===== src/sab_pkg.sv =====
package sab_pkg;

	localparam int unsigned ValueWidth = 32;

	typedef logic signed [ValueWidth-1:0] value_t;

	// controller to datapath
	typedef struct packed {
		logic ins;      // insert the incoming word into the sorted cells
		logic set_drop; // incoming word dropped, store full
		logic shift;    // pop the smallest cell toward the output
		logic clr_drop; // end of run, forget the overflow mark
	} cmd_t;

	// datapath to controller
	typedef struct packed {
		logic full;     // every cell holds a word
		logic last;     // the head cell is the final one of the run
	} sts_t;

endpackage


===== src/sab_if.sv =====
interface sab_in_if import sab_pkg::*; ();
	logic   valid;
	logic   ready;
	value_t value;
	logic   last_item;

	modport source(output valid, value, last_item, input ready);
	modport sink(input valid, value, last_item, output ready);
endinterface

interface sab_out_if import sab_pkg::*; ();
	logic   valid;
	logic   ready;
	value_t sorted_value;
	logic   last_result;
	logic   overflow;

	modport source(output valid, sorted_value, last_result, overflow, input ready);
	modport sink(input valid, sorted_value, last_result, overflow, output ready);
endinterface


===== src/sort_ascending_buffer.sv =====
// Sorting buffer for signed 32-bit words.
// Input channel "items": one word per handshake, value plus last_item, which
// marks the final word of a set. Output channel "results": the set in
// ascending order, last_result on its final word, overflow on every word of a
// run in which words beyond CAPACITY were dropped (the marked word too when
// the buffer was already full).
// Loading accepts a new word on every handshake, placing each straight into
// its sorted position in a row of CAPACITY compare-and-shift cells.
// The first result is offered the cycle after the marked word is accepted;
// results then leave at one per cycle while ready is high, popped from the
// head cell.
// While results are offered no input is taken; a stalled receiver simply
// holds the head word and the run resumes when ready returns.
// Reset empties all cells and clears the overflow mark; the block then
// accepts input at once.
module sort_ascending_buffer import sab_pkg::*; #(
	parameter int unsigned CAPACITY = 32
) (
	input logic clk,
	input logic arst_n,
	sab_in_if.sink    items,
	sab_out_if.source results
);

	cmd_t cmd;
	sts_t sts;

	sab_ctrl u_ctrl (
		.clk       (clk),
		.arst_n    (arst_n),
		.in_valid  (items.valid),
		.in_last   (items.last_item),
		.out_ready (results.ready),
		.sts       (sts),
		.in_ready  (items.ready),
		.out_valid (results.valid),
		.cmd       (cmd)
	);

	sab_cells #(
		.CAPACITY (CAPACITY)
	) u_cells (
		.clk        (clk),
		.arst_n     (arst_n),
		.cmd        (cmd),
		.value      (items.value),
		.sts        (sts),
		.head_value (results.sorted_value),
		.overflow   (results.overflow)
	);

	assign results.last_result = sts.last;

	// never load and emit together
	assert property (@(posedge clk) disable iff (!arst_n)
		!(items.ready && results.valid))
		else $error("load and emit overlap");

	// a marked word starts the run in the next cycle
	assert property (@(posedge clk) disable iff (!arst_n)
		(items.valid && items.ready && items.last_item) |=> results.valid)
		else $error("run did not start after marked word");

	// the final result returns the block to loading
	assert property (@(posedge clk) disable iff (!arst_n)
		(results.valid && results.ready && results.last_result) |=> items.ready)
		else $error("block not ready after run");

	// an emptied buffer holds no pending overflow
	assert property (@(posedge clk) disable iff (!arst_n)
		(results.valid && results.ready && results.last_result) |=> !results.overflow)
		else $error("overflow mark survived the run");

endmodule


===== src/sab_ctrl.sv =====
module sab_ctrl import sab_pkg::*; (
	input  logic clk,
	input  logic arst_n,
	input  logic in_valid,
	input  logic in_last,
	input  logic out_ready,
	input  sts_t sts,
	output logic in_ready,
	output logic out_valid,
	output cmd_t cmd
);

	localparam logic StLoad = 1'b0;
	localparam logic StEmit = 1'b1;

	logic state_q;
	logic load;

	assign in_ready  = (state_q == StLoad);
	assign out_valid = (state_q == StEmit);
	assign load      = in_ready && in_valid;

	// decode commands for the datapath
	always_comb begin
		cmd          = '0;
		cmd.ins      = load && !sts.full;
		cmd.set_drop = load && sts.full;
		cmd.shift    = out_valid && out_ready;
		cmd.clr_drop = out_valid && out_ready && sts.last;
	end

	// advance between collecting and emitting
	always_ff @(posedge clk or negedge arst_n) begin
		if (!arst_n) begin
			state_q <= StLoad;
		end else begin
			unique case (state_q)
				StLoad: begin
					if (load && in_last) state_q <= StEmit;
				end
				StEmit: begin
					if (cmd.clr_drop) state_q <= StLoad;
				end
				default: state_q <= StLoad;
			endcase
		end
	end

endmodule


===== src/sab_cells.sv =====
module sab_cells import sab_pkg::*; #(
	parameter int unsigned CAPACITY = 32
) (
	input  logic   clk,
	input  logic   arst_n,
	input  cmd_t   cmd,
	input  value_t value,
	output sts_t   sts,
	output value_t head_value,
	output logic   overflow
);

	value_t cell_q [CAPACITY];
	logic   [CAPACITY-1:0] occ_q;
	logic   [CAPACITY-1:0] key;
	logic   drop_q;

	// a cell moves when it is empty or holds a larger word than the new one
	always_comb begin
		for (int i = 0; i < CAPACITY; i++) begin
			key[i] = !occ_q[i] || (cell_q[i] > value);
		end
	end

	genvar g;
	generate
		for (g = 0; g < CAPACITY; g++) begin : g_cell
			logic   prev_key;
			logic   prev_occ;
			logic   next_occ;
			value_t prev_val;
			value_t next_val;

			if (g == 0) begin : g_first
				assign prev_key = 1'b0;
				assign prev_occ = 1'b1;
				assign prev_val = '0;
			end else begin : g_mid
				assign prev_key = key[g-1];
				assign prev_occ = occ_q[g-1];
				assign prev_val = cell_q[g-1];
			end

			if (g == CAPACITY - 1) begin : g_tail
				assign next_occ = 1'b0;
				assign next_val = '0;
			end else begin : g_body
				assign next_occ = occ_q[g+1];
				assign next_val = cell_q[g+1];
			end

			// insert: take the new word or the left neighbor; emit: take the right one
			always_ff @(posedge clk) begin
				if (cmd.shift) begin
					cell_q[g] <= next_val;
				end else if (cmd.ins && key[g]) begin
					cell_q[g] <= prev_key ? prev_val : value;
				end
			end

			always_ff @(posedge clk or negedge arst_n) begin
				if (!arst_n) begin
					occ_q[g] <= 1'b0;
				end else if (cmd.shift) begin
					occ_q[g] <= next_occ;
				end else if (cmd.ins) begin
					occ_q[g] <= occ_q[g] | prev_occ;
				end
			end
		end
	endgenerate

	// hold the overflow mark for the whole run
	always_ff @(posedge clk or negedge arst_n) begin
		if (!arst_n) begin
			drop_q <= 1'b0;
		end else if (cmd.clr_drop) begin
			drop_q <= 1'b0;
		end else if (cmd.set_drop) begin
			drop_q <= 1'b1;
		end
	end

	always_comb begin
		sts      = '0;
		sts.full = occ_q[CAPACITY-1];
		sts.last = !occ_q[1];
	end

	assign head_value = cell_q[0];
	assign overflow   = drop_q;

endmodule

===== src/flat_wrapper.sv =====
// flat-port wrapper written by rule: the top's interface ports become plain ports
module sort_ascending_buffer_flat import sab_pkg::*;
#(
	parameter int unsigned CAPACITY = 32
)
  (clk, arst_n, items_valid, items_value, items_last_item, items_ready, results_valid, results_sorted_value, results_last_result, results_overflow, results_ready);
  sab_in_if items_i ();
  sab_out_if results_i ();
  input logic clk;
  input logic arst_n;
  input wire logic [$bits(items_i.valid)-1:0] items_valid;
  input wire logic [$bits(items_i.value)-1:0] items_value;
  input wire logic [$bits(items_i.last_item)-1:0] items_last_item;
  output wire logic [$bits(items_i.ready)-1:0] items_ready;
  output wire logic [$bits(results_i.valid)-1:0] results_valid;
  output wire logic [$bits(results_i.sorted_value)-1:0] results_sorted_value;
  output wire logic [$bits(results_i.last_result)-1:0] results_last_result;
  output wire logic [$bits(results_i.overflow)-1:0] results_overflow;
  input wire logic [$bits(results_i.ready)-1:0] results_ready;
  assign items_i.valid = items_valid;
  assign items_i.value = items_value;
  assign items_i.last_item = items_last_item;
  assign items_ready = items_i.ready;
  assign results_valid = results_i.valid;
  assign results_sorted_value = results_i.sorted_value;
  assign results_last_result = results_i.last_result;
  assign results_overflow = results_i.overflow;
  assign results_i.ready = results_ready;
  sort_ascending_buffer #(.CAPACITY(CAPACITY)) u_core (.clk(clk), .arst_n(arst_n), .items(items_i), .results(results_i));
endmodule

===== config.mk =====
export PLATFORM = sky130hd
export DESIGN_NAME = sort_ascending_buffer_flat
export DESIGN_NICKNAME = d
export VERILOG_FILES = /design/src/sab_pkg.sv /design/src/sab_if.sv /design/src/sort_ascending_buffer.sv /design/src/sab_ctrl.sv /design/src/sab_cells.sv /design/src/flat_wrapper.sv
export SDC_FILE = /design/constraint.sdc
export NUM_CORES = 2
export LEC_CHECK = 0
export BUFFER_PORTS_ARGS = -buffer_cell sky130_fd_sc_hd__buf_2
export CAP_MARGIN = 20
export CORE_MARGIN = 2
export CORE_UTILIZATION = 55
export DETAILED_ROUTE_END_ITERATION = 16
export HOLD_SLACK_MARGIN = 0.05
export PLACE_DENSITY = 0.71
export SLEW_MARGIN = 20
export SYNTH_ARGS = -nofsm -noshare
export SYNTH_HDL_FRONTEND = slang
export SYNTH_SLANG_ARGS = --single-unit

===== constraint.sdc =====
create_clock -name clk -period 8 [get_ports clk]
set_clock_uncertainty 0.2 [all_clocks]
set_input_delay 2.4 -clock clk [delete_from_list [all_inputs] [get_ports clk]]
set_output_delay 2.4 -clock clk [all_outputs]
set_load 0.01 [all_outputs]

Yosys cells after proc, flatten, opt, wreduce, memory -nomap -nowiden
Memory sizes are Yosys's and may differ from the RTL's.
Index checks and enable logic that the tools add are counted.
- bits in registers: 34
- bits in latches: 0
- memory bits (writable): 1024
- bits in read-only memories: 0
- input port bits: 37
- output and inout port bits: 36
- word-level logic and storage cells: 465
- memories: 1
- memory list (name ; depth ; width ; rd ports ; clocked after Yosys merged registers in ; wr ports ; line ; RTL):
    u_core.u_cells.cell_q ; 32 ; 32 ; 32 ; 0 ; 32 ; sab_cells.sv:13 ; value_t cell_q [CAPACITY];
- add/sub/neg operators: 0
- $mul: 0
- div/mod/pow operators: 0
- $lt $le $gt $ge: 32
- eq/ne operators: 0
- shift-type cells: 0
- mux-type cells: 230
- bitwise operators: 64
- reductions and logical operators: 104
- operators with widths (operator ; count):
    2-to-1 mux 32 bit ; 63
    > comparator 32 bit ; 32
    2-to-1 mux 1 bit ; 166
    bitwise OR 1 bit ; 63
    logical AND 1 bit ; 38
    logical NOT 1 bit ; 32
    logical OR 1 bit ; 32
    nonzero test 2 bit ; 2
    case mux 1 bit (2 select lines) ; 1
    NOT 1 bit ; 1

Logic depth before layout (Yosys ltp)
- depth after elaboration: 8
- mapped depth: 15
- mapped depth without buffers: 10

Cells and area by module
From an unflattened synthesis, not the netlist that was laid out.
- cell total of the unflattened synthesis: 7596
- area total of the unflattened synthesis: 77286.6 µm²
- modules (own cells, without submodules) (module ; instances ; cells an instance ; area each (µm²) ; sequential area each (µm²)):
    sab_cells ; 1 ; 7588 ; 77214.1 ; 31575.3
    sab_ctrl ; 1 ; 8 ; 72.6 ; 25.0

Worst setup path after synthesis
OpenSTA, ideal clock, no wires.
- kind: in2reg
- start point: input port items_value[23]
- end point: memory u_core.u_cells.cell_q[2][0] in the netlist's numbering, enable pin
- setup time: 0.466 ns
- arrival: 7.729 ns
- path slack: -0.394 ns
- stages on the path: 13
- buffers on the path: 4
- path through: clkbuf_1 -> clkbuf_1 -> inv_1 -> ha_1 -> nand3_2 -> or4_4 -> nor4_4 -> o31a_1 -> nor3_1 -> or2_1 -> buf_6 -> buf_12 -> o21ai_0
- RTL lines (what ; line ; RTL):
    start: declaration ; flat_wrapper.sv:12 ; input wire logic [$bits(items_i.value)-1:0] items_value;
    end: declaration ; sab_cells.sv:13 ;

==> key figures <==
Worst setup path
  – CP Cell Sequence: buf_2 > inv_2 > buf_4 > ha_1 > nand4_1 > nor4_1 > a21boi_0 > o31a_1 > o21ai_1 > a32oi_4 > buf_4 > mux2i_1 > a21oi_1
  – R2R depth: 10
  – R2R setup slack: about 3.6 ns
  – R2R Path Start: u_core.u_cells.cell_q[5][45]
  – Worst setup SP type: primary input
  – Arr. time, crit path: between 6 and 7 ns
  – CP required: about 8.3 ns
  – Worst setup path startpoint: items_value[15]
  – Slowest-stage cell, CP: nor4_1
  – Worst path max stage delay: 0.85 ns
  – Critical path fanouts, max: 32
  – CP most frequent cell: buf_4
  – Crit end category: register
  – Critical setup path kind: primary input to register
  – Reg-to-reg endpoint: u_core.u_cells.cell_q[6][24]

Floorplan
  – Ports: 73
  – Die Y: between 300 and 400 um
  – FP Rows: roughly 140
  – Die area: 0.144 sq mm
  – Initial Util: 0.554
  – Die width: around 380 um
  – CORE AREA: between 0.1 and 0.15 sq mm

Synth
  – Top cell type's share of synthesized area: 0.398
  – Post-synth EDFFs: roughly 1.0k
  – Average size of a mapped cell: 10.7 sq um
  – Synth Instances: a little over 7k
  – Prevailing post-synth register cell: edfxtp_1
  – Mapped Area: a little under 0.08 sq mm
  – Syn Nets: between 8k and 9k
  – Largest cells by area after synthesis: edfxtp_1 40%, ha_1 16%, mux2i_1 9.5%, a21oi_1 7.6%, mux2_2 5.7%
  – Share of flip-flops with an asynchronous set or reset: 0.0321
  – Distinct cell type count after synthesis: 74
  – YS warnings: 0
  – Largest area contributor in the netlist: edfxtp_1
  – Register area share after synthesis: 0.409
  – Synthesized flop and latch total: between 1k and 1.5k

Detailed routing
  – Antenna Violating Nets Remaining: 0
  – Vias per cell: 6.96
  – Vias: between 60k and 70k
  – DR pass1 iterations: 6
  – WL/cell: ~28 um
  – Final WL: approximately 260 mm
  – Drt drc: 0
  – Iter 0 DRT Violations: just over 7k

Worst hold path
  – Hold EP: u_core.u_cells.overflow
  – Worst Hold Launch: u_core.u_cells.overflow
  – WHS Path Cells: 2
  – Worst min-delay path class: register to register

Clocking
  – Setup Buffers After CTS: 0
  – H-tree depth: 3
  – Clk sinks: approximately 1.1k
  – Clock Tree Root: clkbuf_16
  – TritonCTS Buffers: about 120
  – Post_cts resized: 0
  – CTS tree: yes
  – Clk buf depth: 3
  – Clock Latency Late Sink: 0.78 ns
  – Worst-path clk slew: around 0.060 ns
  – Cts hold-fix bufs: 0

Global routing
  – GRT Total Usage: 0.348
  – Via count of the first global-routing pass: roughly 62k
  – Largest net degree at the start of global routing: ~130
  – First-pass GRT wire length: roughly 380 mm
  – Initial antenna violation count: 6
  – GRT overflow: 0

Timing
  – Max Transition Viols Final: 0
  – Post-Route Setup TNS: 0 ns
  – Post-route minimum period: 6.50 ns
  – Fmax: 154 MHz
  – Setup Viol. Count Final: 0
  – Worst-Margin Slew: 1.09 ns
  – Final Hold Viols: 0
  – Max transition margin: 0.271
  – Period utilization: 0.813
  – RSZ-0062 raised after global routing: false

Outcome
  – Status: complete, no violations

Layout
  – Commonest non-fill, non-tap cells in the layout: 1178 x a21oi_1, 1024 x edfxtp_1, 992 x ha_1
  – Layout Nets: slightly above 8k
  – Fillers: 11.5k
  – Area delta synth->final: 8.68%
  – Most common cell after layout, fill and taps aside: a21oi_1
  – Share of cells above drive strength 1: 0.138

Power
  – Design Power: around 38 mW
  – Lkg Pwr: 33.8 nW
  – Pwr Density: between 400 and 500 mW/mm^2
  – VDD IR max: ~0.39 mV

Flow run
  – Maxcap violations: 0

Place
  – Dpl hpwl: approximately 180 mm
  – Placer Congestion: ~0.93
  – # port buffers: just over 70
[where the power goes]
group / total, mW / switching, mW / internal [mW] / leakage (nW)
sequential: 12.9 / 2.96 / 9.98 / 10.2
clock: 5.84 / 2.48 / 3.37 / 1.98
combinational: 19.1 / 11.1 / 7.95 / 21.7
[synthesized netlist by cell type (7+ instances only)]
library cell  number
ha_1             992
and3_1             8
nor4b_1           10
dfrtp_1           34
a211o_1            8
a21o_1            37
nand2_1          410
nor2b_1           24
a211oi_1          34
a221o_1           45
mux2_2           390
nor3b_1           39
a31oi_1          382
a21boi_0          10
clkbuf_1         400
a221oi_1          34
inv_1             93
edfxtp_1        1024
nor2_1           391
buf_4             35
nor3_1            51
buf_2             75
and4_1            15
o21a_1            18
nand3_1           97
mux2_1            23
nand4_1          171
mux2_4            56
a21oi_1         1178
mux2i_1          731
buf_1             12
o211ai_1          49
nor4_1            27
o21ai_0          197
and2_1            10
o221ai_1          14
nand2b_1          26
or3_1              7
[registers in the layout (all words and copies together), names as in the netlist]
register and cells:
u_core.u_cells.cell_q 1024, u_core.u_cells.g_cell.next_occ 29, u_core.u_cells.g_cell.prev_occ 3, u_core.u_cells.overflow 1, u_core.u_ctrl.out_valid 1
[per-stage QoR]
stage               setup slack (ns)  instance area [sq um]  cells  hold slack, ns  utilization
finish                          1.50                  84000   9090           0.347        0.602
global route                    1.51                  84000   9086           0.371        0.602
CTS                             1.78                  84000   9086           0.345        0.602
detailed placement              1.05                  80000   8858           0.331        0.573
global placement                1.05                  79900   8857           0.324        0.573
floorplan                      0.215                  77300   7228           0.303            -
[critical path, delay by kind of cell]
family / cells / cell delay [ns]
mux: 1 / 0.46
fa+ha+maj: 1 / 0.22
compound gates: 5 / 1.05
simple gates: 2 / 1.04
buf+inv: 4 / 1.59
[layer usage]
layer,global-route usage,part of all wire
met5,0,0
met4,0.157,0.050
met3,0.0750,0.10
met2,0.548,0.45
met1,0.459,0.40
[how the worst max path moves through the flow]
stage / endpoint / cells past startpoint
final: u_core.u_cells.cell_q[6][24] / 13
after global routing: u_core.u_cells.cell_q[4][35] / 13
after CTS: u_core.u_cells.cell_q[5][43] / 13
after detailed placement: u_core.u_cells.cell_q[3][29] / 12
after global placement: u_core.u_cells.cell_q[5][40] / 13
after floorplan: u_core.u_cells.cell_q[2][32] / 9
[cells by family (layout without fill, tap and decap cells)]
family	count (synthesis)	count (layout)	share of synthesized area
buffers and inverters	619	601	0.0337
and+or+nand+nor	1303	1303	0.0792
other	0	4	0
adders and majority gates	992	992	0.161
muxes	1200	1200	0.166
AOI/OAI and AO/OA	2056	2056	0.152
DFF	1058	1058	0.409
[area by class of cell]
type	instances	area, sq um	area share
sequential	1058	31600	0.376
timing repair buffer	280	2150	0.0256
tap	1876	2350	0.0279
antenna	4	10.0	0.000119
multi-input combinational	5551	43500	0.518
inverter	93	349	0.00415
clock buffer	160	3300	0.0392
clock inverter	68	746	0.00887
No activity file was read; power rests on OpenSTA's default activity.
